$ cat config.mk
export PLATFORM = sky130hd
export DESIGN_NAME = signed_int_to_decimal_ascii_top
export DESIGN_NICKNAME = d
export VERILOG_FILES = /design/src/rtl/core/s2dec_pkg.sv /design/src/rtl/core/s2dec_dp.sv /design/src/rtl/core/s2dec_ctrl.sv /design/src/rtl/core/signed_int_to_decimal_ascii_top.sv
export SDC_FILE = /design/constraint.sdc
export NUM_CORES = 1
export LEC_CHECK = 0
export BUFFER_PORTS_ARGS = -buffer_cell sky130_fd_sc_hd__buf_2
export CAP_MARGIN = 20
export CORE_ASPECT_RATIO = 1.4
export CORE_MARGIN = 2
export CORE_UTILIZATION = 60
export CTS_CLUSTER_DIAMETER = 80
export DETAILED_ROUTE_END_ITERATION = 8
export GPL_TIMING_DRIVEN = 0
export HOLD_SLACK_MARGIN = 0.08
export MAX_ROUTING_LAYER = met4
export PLACE_DENSITY = 0.83
export SYNTH_ARGS = -nofsm -noshare
export SYNTH_HDL_FRONTEND = slang
export SYNTH_SLANG_ARGS = --single-unit
$ cat constraint.sdc
create_clock -name clk_i -period 8.26 [get_ports clk_i]
set_input_delay 1.652 -clock clk_i [delete_from_list [all_inputs] [get_ports clk_i]]
set_output_delay 1.652 -clock clk_i [all_outputs]
set_load 0.01 [all_outputs]
$ cat src/rtl/core/s2dec_pkg.sv
package s2dec_pkg;

  localparam int unsigned BCD_W = 4;

  localparam logic [7:0] ASCII_ZERO  = 8'd48;
  localparam logic [7:0] ASCII_MINUS = 8'd45;

  typedef enum logic [1:0] {
    ST_IDLE,
    ST_CONV,
    ST_SKIP,
    ST_OUT
  } state_e;

  // controller -> datapath
  typedef struct packed {
    logic load;
    logic step;
    logic skip;
    logic put_sign;
    logic put_digit;
  } cmd_t;

  // datapath -> controller
  typedef struct packed {
    logic conv_done;
    logic lead_zero;
    logic neg;
    logic last;
  } status_t;

endpackage

$ cat src/rtl/core/s2dec_dp.sv
module s2dec_dp #(
  parameter int unsigned DATA_WIDTH = 32,
  parameter int unsigned NDIG       = 10
) (
  input  logic                  clk_i,
  input  logic                  rst_ni,
  input  logic [DATA_WIDTH-1:0] value_i,
  input  s2dec_pkg::cmd_t       cmd_i,
  output s2dec_pkg::status_t    status_o,
  output logic [7:0]            char_code_o,
  output logic                  last_o
);

  localparam int unsigned BCD_BITS = s2dec_pkg::BCD_W * NDIG;
  localparam int unsigned CNT_W    = $clog2(DATA_WIDTH + 1);
  localparam int unsigned DIG_W    = $clog2(NDIG + 1);

  logic [DATA_WIDTH-1:0] bin_q, bin_d;
  logic [BCD_BITS-1:0]   bcd_q, bcd_d;
  logic [CNT_W-1:0]      cnt_q, cnt_d;
  logic [DIG_W-1:0]      dig_q, dig_d;
  logic                  neg_q, neg_d;
  logic [7:0]            char_q, char_d;
  logic                  last_q, last_d;

  logic [BCD_BITS-1:0]   bcd_adj;
  logic [DATA_WIDTH-1:0] mag;
  logic [3:0]            top_digit;

  assign mag       = value_i[DATA_WIDTH-1] ? (~value_i + 1'b1) : value_i;
  assign top_digit = bcd_q[BCD_BITS-1 -: 4];

  // add 3 to every digit of 5 or more before the shift
  always_comb begin
    for (int i = 0; i < int'(NDIG); i++) begin
      if (bcd_q[4*i +: 4] >= 4'd5) begin
        bcd_adj[4*i +: 4] = bcd_q[4*i +: 4] + 4'd3;
      end else begin
        bcd_adj[4*i +: 4] = bcd_q[4*i +: 4];
      end
    end
  end

  always_comb begin
    bin_d  = bin_q;
    bcd_d  = bcd_q;
    cnt_d  = cnt_q;
    dig_d  = dig_q;
    neg_d  = neg_q;
    char_d = char_q;
    last_d = last_q;
    if (cmd_i.load) begin
      bin_d = mag;
      bcd_d = '0;
      cnt_d = CNT_W'(DATA_WIDTH);
      dig_d = DIG_W'(NDIG);
      neg_d = value_i[DATA_WIDTH-1];
    end
    if (cmd_i.step) begin
      bcd_d = {bcd_adj[BCD_BITS-2:0], bin_q[DATA_WIDTH-1]};
      bin_d = {bin_q[DATA_WIDTH-2:0], 1'b0};
      cnt_d = cnt_q - 1'b1;
    end
    if (cmd_i.skip) begin
      bcd_d = {bcd_q[BCD_BITS-5:0], 4'b0000};
      dig_d = dig_q - 1'b1;
    end
    if (cmd_i.put_sign) begin
      char_d = s2dec_pkg::ASCII_MINUS;
      last_d = 1'b0;
    end
    if (cmd_i.put_digit) begin
      char_d = s2dec_pkg::ASCII_ZERO + {4'b0000, top_digit};
      last_d = (dig_q == DIG_W'(1));
      bcd_d  = {bcd_q[BCD_BITS-5:0], 4'b0000};
      dig_d  = dig_q - 1'b1;
    end
  end

  always_ff @(posedge clk_i or negedge rst_ni) begin
    if (!rst_ni) begin
      cnt_q <= '0;
      dig_q <= '0;
    end else begin
      cnt_q <= cnt_d;
      dig_q <= dig_d;
    end
  end

  always_ff @(posedge clk_i) begin
    bin_q  <= bin_d;
    bcd_q  <= bcd_d;
    neg_q  <= neg_d;
    char_q <= char_d;
    last_q <= last_d;
  end

  assign status_o.conv_done = (cnt_q == CNT_W'(1));
  assign status_o.lead_zero = (top_digit == 4'd0) && (dig_q > DIG_W'(1));
  assign status_o.neg       = neg_q;
  assign status_o.last      = last_q;

  assign char_code_o = char_q;
  assign last_o      = last_q;

endmodule

$ cat src/rtl/core/s2dec_ctrl.sv
module s2dec_ctrl (
  input  logic               clk_i,
  input  logic               rst_ni,
  input  logic               in_valid_i,
  output logic               in_ready_o,
  output logic               out_valid_o,
  input  logic               out_ready_i,
  input  s2dec_pkg::status_t status_i,
  output s2dec_pkg::cmd_t    cmd_o
);

  s2dec_pkg::state_e state_q, state_d;

  always_comb begin
    state_d = state_q;
    case (state_q)
      s2dec_pkg::ST_IDLE: begin
        if (in_valid_i) state_d = s2dec_pkg::ST_CONV;
      end
      s2dec_pkg::ST_CONV: begin
        if (status_i.conv_done) state_d = s2dec_pkg::ST_SKIP;
      end
      s2dec_pkg::ST_SKIP: begin
        if (!status_i.lead_zero) state_d = s2dec_pkg::ST_OUT;
      end
      s2dec_pkg::ST_OUT: begin
        if (out_ready_i && status_i.last) state_d = s2dec_pkg::ST_IDLE;
      end
      default: state_d = s2dec_pkg::ST_IDLE;
    endcase
  end

  always_comb begin
    cmd_o       = '0;
    in_ready_o  = 1'b0;
    out_valid_o = 1'b0;
    case (state_q)
      s2dec_pkg::ST_IDLE: begin
        in_ready_o = 1'b1;
        cmd_o.load = in_valid_i;
      end
      s2dec_pkg::ST_CONV: begin
        cmd_o.step = 1'b1;
      end
      s2dec_pkg::ST_SKIP: begin
        // drop leading zeros, then load the first character
        if (status_i.lead_zero) begin
          cmd_o.skip = 1'b1;
        end else if (status_i.neg) begin
          cmd_o.put_sign = 1'b1;
        end else begin
          cmd_o.put_digit = 1'b1;
        end
      end
      s2dec_pkg::ST_OUT: begin
        out_valid_o     = 1'b1;
        cmd_o.put_digit = out_ready_i && !status_i.last;
      end
      default: begin
        cmd_o = '0;
      end
    endcase
  end

  always_ff @(posedge clk_i or negedge rst_ni) begin
    if (!rst_ni) begin
      state_q <= s2dec_pkg::ST_IDLE;
    end else begin
      state_q <= state_d;
    end
  end

endmodule

$ cat src/rtl/core/signed_int_to_decimal_ascii_top.sv
// Channel   Direction  tdata                                tlast
// s_axis    in         [DATA_WIDTH-1:0] value (signed)       -
// m_axis    out        [7:0] char_code                      last character of the number
//
// A number goes through one accept step, DATA_WIDTH double-dabble shift steps,
// Z skipped leading zero digits (up to NDIG-1), a step to load the first
// character, then C characters (1 to NDIG+1) at one per cycle while m_axis is
// ready. Z + C is NDIG plus one for a sign.
// Reset clears the controller and counters; a stalled m_axis holds the character.
module signed_int_to_decimal_ascii_top #(
  parameter int unsigned DATA_WIDTH = 32
) (
  input  logic                            clk_i,
  input  logic                            rst_ni,
  input  logic                            s_axis_tvalid,
  output logic                            s_axis_tready,
  input  logic [((DATA_WIDTH+7)/8)*8-1:0] s_axis_tdata,  // [DATA_WIDTH-1:0] value
  output logic                            m_axis_tvalid,
  input  logic                            m_axis_tready,
  output logic [7:0]                      m_axis_tdata,  // [7:0] char_code
  output logic                            m_axis_tlast   // last
);

  // decimal digits of 2**(DATA_WIDTH-1)
  localparam int unsigned NDIG = ((DATA_WIDTH - 1) * 30103) / 100000 + 1;

  s2dec_pkg::cmd_t    cmd;
  s2dec_pkg::status_t status;

  s2dec_ctrl u_ctrl (
    .clk_i       (clk_i),
    .rst_ni      (rst_ni),
    .in_valid_i  (s_axis_tvalid),
    .in_ready_o  (s_axis_tready),
    .out_valid_o (m_axis_tvalid),
    .out_ready_i (m_axis_tready),
    .status_i    (status),
    .cmd_o       (cmd)
  );

  s2dec_dp #(
    .DATA_WIDTH (DATA_WIDTH),
    .NDIG       (NDIG)
  ) u_dp (
    .clk_i       (clk_i),
    .rst_ni      (rst_ni),
    .value_i     (s_axis_tdata[DATA_WIDTH-1:0]),
    .cmd_i       (cmd),
    .status_o    (status),
    .char_code_o (m_axis_tdata),
    .last_o      (m_axis_tlast)
  );

endmodule

==> results of run 1 <==
## how the worst min path moves through the flow
stage	slack, ns	cells after the start	endpoint
after detailed placement	0.47	2	u_dp.bin_q[0]
after CTS	0.48	2	u_dp.bin_q[0]
final	0.47	2	u_dp.bin_q[0]
after global routing	0.50	1	u_dp.cnt_q[5]
after global placement	0.45	2	u_dp.bin_q[0]
after floorplan	0.44	2	u_dp.bin_q[0]
## placed cells by master (no fill, tap or decap), types with 11 or more instances in the layout
cell type,synthesis,routed
nand2_1,82,81
edfxtp_1,74,74
o21ai_0,48,48
buf_2,2,45
inv_1,36,36
a21oi_1,34,34
ha_1,29,29
nor2_1,25,25
xor2_1,25,25
o31ai_1,22,22
clkbuf_1,16,19
xnor2_1,16,16
nand2b_1,14,14
dfrtp_1,12,12
o22ai_1,11,11
## power by group through the flow
stage / Clock (mW) / Sequential (mW) / Combinational (mW)
2_1_floorplan: 0 / 0.978 / 0.826
3_3_place_gp: 0 / 1.01 / 1.05
3_5_place_dp: 0 / 1.03 / 1.12
4_1_cts: 0.394 / 1.02 / 1.13
5_1_grt: 0.411 / 1.04 / 1.29
6_report: 0.394 / 1.02 / 1.15
## sequential cells by signal, summed over array words and instances, names as in the netlist
name and flops:
u_dp.neg_q 1, u_dp.dig_q 4, u_ctrl.state_q 2, u_dp.char_code_o 5, u_dp.last_o 1, u_dp.cnt_q 6, u_dp.bin_q 32, u_dp.bcd_q 40
## cell families (layout without fill, tap and decap cells)
family | after synthesis | in the layout
buf+inv | 61 | 121
simple gates | 178 | 178
xor+xnor | 41 | 41
compound gates | 165 | 165
fa+ha+maj | 29 | 29
flops | 91 | 91
other cells | 2 | 3
mux | 8 | 8
## worst register-to-register path, stage by stage, from the launching register on
cell,delay [ns]
dfrtp_1,0.41
ha_1,0.23
nand3b_1,0.13
a21boi_0,0.27
and2_1,0.21
buf_2,0.26
buf_2,0.33
nand2_2,0.56
## metal layers
metal | vias up | global-route usage, %
met1 | 2192 | 28.9
met3 | 21 | 4.50
met2 | 131 | 47.3
met5 | - | -
li1 | 2193 | -
met4 | 0 | 8.59
## final cells by class
type,count,area (um^2),share of cell area (%)
multi-input combinational,424,2820,44.3
sequential,91,2620,41.3
clock buffer,14,275,4.33
timing repair buffer,44,243,3.82
tap,110,138,2.16
inverter,36,135,2.13
buffer,25,115,1.81
clock inverter,2,10.0,0.157
==> metrics, run 1 <==
vias in the first global route=4,576; register area share after synthesis=46.1%; fmax=275 MHz; I/O Buffers=43; status=finished clean; Core Box Area=9350 um^2; Final TNS setup=0 ns; clock group share of total power=15.3%; XOR/XNOR share of the synthesized area=6.32%; measured slew at the worst slew-check pin=0.883 ns; clock root cell=clkbuf_16; Slew HR=40.9%; routed len/inst=17.0 um; cell area after synthesis=5690 um^2; # DRC=0; dpl cell area=6040 um^2; largest net degree at the start of global routing=37; main area contributors after synthesis=edfxtp_1, ha_1, nand2_1; largest family of logic cells by synthesized area=compound AO/OA/AOI/OAI gates; Slew Limit Fails=0; CP top delay family=simple AND/OR/NAND/NOR gates; top sig layer=met4; Util after Layout=68.0%; NetSw=1.06 mW; H-tree levels=3; Max Cap Viol=0; Mean Syn Cell Area=9.89 um^2; detailed-route wire length on metal 1=5.09 mm; post-synthesis mux area share=1.47%; initial core utilization=60.8%; CP max-delay cell=nand2_2; Nets=696; Design Power=2.57 mW; std cell rows=42; I/O Pins=47; WHS=0.469 ns; Crit path top cell by count=buf_2; Fill cells=720; critical-path cell list=buf_2 > nand3b_1 > a21boi_0 > and2_1 > buf_2 > buf_2 > nand2_2; Final HPWL DP=9.22 mm; Critical Path Stages=7; Setup WS post-layout=4.62 ns; compound-gate portion of the synthesized area=19.1%; setup bufs post-CTS=0; Post-Place Setup Slack=4.32 ns; die width=86.3 um; worst reg-to-reg setup slack=5.38 ns; Synth Area in Simple Gates=16.1%; VDD IR max=0.172 mV; fraction of registers with async set/reset=13.2%; Worst Skew=0.00496 ns; Final Hold Vio Count=0; Leak=2.46 nW; critical setup path kind=in2reg; #FFs+latches synth=91; Area Growth Syn to Fin=11.8%; r2r endpoint=u_dp.bcd_q[18]; CTS Buffer Depth=2; YS warnings=0; Pint=1.51 mW; CTS sink count=91; CP endpoint=u_dp.bcd_q[18]; Max FO, Critical Path=36; via count=4,537; Sw Share=41.3%; Pwr per Cell Area=404 nW/um^2; min-delay src=u_dp.bin_q[0]; r2r worst-path depth=7; Critical Path AT=3.52 ns; Tightest Hold Check Type=reg2reg; diodes inserted=0; WL met2=6.80 mm; CTS clock-pin slew for the worst setup and hold paths=0.06 ns; Max stage delay on crit path=0.56 ns; fin cells=746; sequential share of power=39.7%; top-count cell post-synth=nand2_1; period utilization=44.1%; wirelength, routed=12.7 mm; Most used DFF post-synth=edfxtp_1; Crit path buffers/inverters=3; DRT iter0 DRCs=326; GRT overflow=0; first-pass GRT wire length=20.8 mm; GRT Total Usage=26.2%; EDFF count, synth=74; GPL Wtd Cong=0.841; post_cts resized=0; Worst setup EP type=register; Req. time, crit path=8.14 ns; vias per cell=6.08; die area=10,300 um^2; Post-CTS Hold Buffers=0; design area=6360 um^2; initial antenna violation count=0; Cells after Synth=575; RSZ-0062 raised after global routing=no; metal3 WL=542 um; r2r startpoint=u_ctrl.state_q[0]; Antenna Nets Post-Route=0; TritonCTS Buffers=9; DP Cell Count=729; Yosys top cell area share=39.1%; Combinational Power Share=45.0%; Die Ht=119 um; CTS tree=yes; worst-skew pair later-pin latency=0.34 ns; Synth area leader=edfxtp_1; share of layout cells above drive strength 1=12.9%; Netlist cell types=56; area share of fa/ha/maj cells after synthesis=6.38%; minimum clock period=3.64 ns; top post-synthesis cells by count=nand2_1, edfxtp_1, o21ai_0; CP Launch Type=input port; CP Launch Point=m_axis_tready; final setup fails=0; first-pass iteration count of the detailed router=5
No activity file was read; power rests on OpenSTA's default activity.
==> run 2, diff against run 1 <==
--- a/config.mk
+++ b/config.mk
@@ -9,13 +9,13 @@
 export CAP_MARGIN = 20
 export CORE_ASPECT_RATIO = 1.4
 export CORE_MARGIN = 2
-export CORE_UTILIZATION = 60
+export CORE_UTILIZATION = 55
 export CTS_CLUSTER_DIAMETER = 80
 export DETAILED_ROUTE_END_ITERATION = 8
 export GPL_TIMING_DRIVEN = 0
 export HOLD_SLACK_MARGIN = 0.08
 export MAX_ROUTING_LAYER = met4
-export PLACE_DENSITY = 0.83
+export PLACE_DENSITY = 0.8
 export SYNTH_ARGS = -nofsm -noshare
 export SYNTH_HDL_FRONTEND = slang
 export SYNTH_SLANG_ARGS = --single-unit
==> constraint.sdc (replaced) <==
create_clock -name clk_i -period 3.15 [get_ports clk_i]
set_input_delay 0.63 -clock clk_i [delete_from_list [all_inputs] [get_ports clk_i]]
set_output_delay 0.63 -clock clk_i [all_outputs]
set_load 0.01 [all_outputs]
==> run 2 against run 1 <==
Core utilization shrank 3.7 points. Clock skew rose by 0.0011 ns. Flip-flop and latch count stayed put. Design area grew 1.2%. Critical path depth did not move. Sequential share of layout area down 0.47 points. Clock-buffer cell count fell by 2. Register-to-register slack got worse by 5.1 ns. Setup slack lost 4.4 ns. Sequential power rose to 2.6 times the previous value. Global-route usage decreased by 3.0 points. Largest cell class unchanged. Largest power group unchanged.
==> metrics, run 2 (same netlist as run 1, synthesis figures left out) <==
Antenna Nets Post-Route=0; Leak=2.48 nW; Crit path top cell by count=buf_2; wirelength, routed=12.3 mm; VDD IR max=0.534 mV; Nets=696; Max FO, Critical Path=36; GRT Total Usage=23.3%; CP Launch Point=u_ctrl.state_q[0]; Final Hold Vio Count=0; routed len/inst=16.0 um; vias per cell=5.88; Post-CTS Hold Buffers=0; first-pass iteration count of the detailed router=5; via count=4,535; DP Cell Count=754; Worst setup EP type=register; Post-Place Setup Slack=0.237 ns; CTS tree=yes; largest net degree at the start of global routing=37; # DRC=0; minimum clock period=2.91 ns; Fill cells=805; H-tree levels=3; worst-skew pair later-pin latency=0.34 ns; Worst Skew=0.00603 ns; r2r startpoint=u_ctrl.state_q[0]; commonest non-fill, non-tap cell in the layout=nand2_1; Core Box Area=10,000 um^2; Slew Limit Fails=0; worst reg-to-reg setup slack=0.24 ns; Tightest Hold Check Type=in2async; most frequent cells in the layout=nand2_1, edfxtp_1, o21ai_0; CP Launch Type=register; CP max-delay cell=nand2_2; initial core utilization=56.8%; initial antenna violation count=0; area occupied by registers=2620 um^2; CTS clock-pin slew for the worst setup and hold paths=0.06 ns; std cell rows=43; Final TNS setup=0 ns; post_cts resized=0; period utilization=92.5%; clock root cell=clkbuf_16; DRT iter0 DRCs=251; GRT overflow=0; Critical Path AT=2.80 ns; Slew HR=42.3%; share of layout cells above drive strength 1=13.2%; area occupied by multi-input gates=2820 um^2; biggest registers after layout=u_dp.bcd_q (40), u_dp.bin_q (32), u_dp.cnt_q (6); fin cells=771; CTS sink count=91; final setup fails=0; Final HPWL DP=8.95 mm; vias in the first global route=4,597; first-pass GRT wire length=20.7 mm; die width=89.9 um; measured slew at the worst slew-check pin=0.862 ns; diodes inserted=0; Req. time, crit path=3.03 ns; Pwr per Cell Area=1060 nW/um^2; max reg flops=40; status=finished clean; critical setup path kind=reg2reg; I/O Buffers=43; Setup WS post-layout=0.235 ns; r2r worst-path depth=7; Max Cap Viol=0; die area=11,200 um^2; Top reg by flops=u_dp.bcd_q; RSZ-0062 raised after global routing=no; fmax=343 MHz; Area Growth Syn to Fin=13.1%; Max stage delay on crit path=0.55 ns; Die Ht=124 um; setup bufs post-CTS=0; TritonCTS Buffers=9; I/O Pins=47; Design Power=6.82 mW; CTS Buffer Depth=2; GPL Wtd Cong=0.828; r2r endpoint=u_dp.bcd_q[17]; critical-path cell list=ha_1 > nand3b_1 > a21boi_0 > and2_1 > buf_2 > buf_2 > nand2_2
run 2: metrics by stage:
step	area (um^2)	hold slack [ns]	util, %
2_1_floorplan	5690	0.334	-
3_3_place_gp	6070	0.453	60.7
3_5_place_dp	6080	0.469	60.7
4_1_cts	6400	0.161	64.0
5_1_grt	6430	0.171	64.3
6_report	6430	0.155	64.3
run 2: worst max-delay path: cells and delay by family, from the launching register on:
| kind | cells | cell delay, ns |
|---|---|---|
| adder cells (fa/ha/maj) | 1 | 0.24 |
| flip-flops | 1 | 0.41 |
| buffers and inverters | 2 | 0.59 |
| AND/OR/NAND/NOR | 3 | 0.91 |
| AO/OA/AOI/OAI | 1 | 0.28 |
run 2: power by group:
part | internal (mW) | switching [mW]
clock | 0.738 | 0.432
sequential | 2.23 | 0.436
combinational | 1.11 | 1.88
total | 4.08 | 2.75
run 2: layout make-up:
| cell class | count | share of cell area [%] |
|---|---|---|
| multi-input cells | 424 | 43.8 |
| repair buffers | 44 | 3.77 |
| clock inverters | 4 | 1.11 |
| plain buffers | 25 | 1.79 |
| flip-flops and latches | 91 | 40.8 |
| well taps | 135 | 2.63 |
| clock buffers | 12 | 3.99 |
| inverters | 36 | 2.10 |
run 2: worst max-delay path by stage:
stage / end / slack, ns / cells past startpoint
detailed placement: u_dp.bcd_q[26] / 0.24 / 7
global route: u_dp.bcd_q[21] / 0.005 / 7
floorplan: u_dp.bcd_q[10] / 0.45 / 8
global placement: u_dp.bcd_q[24] / -0.29 / 7
finish: u_dp.bcd_q[17] / 0.24 / 7
CTS: u_dp.bcd_q[26] / 0.27 / 7
run 2: metal layers:
layer / global-route usage [%] / routed length [um] / vias to the layer above
met5: - / 0 / -
met1: 25.6 / 5010 / 2174
met3: 3.69 / 556 / 27
li1: - / - / 2200
met2: 42.2 / 6540 / 134
met4: 8.69 / 229 / 0
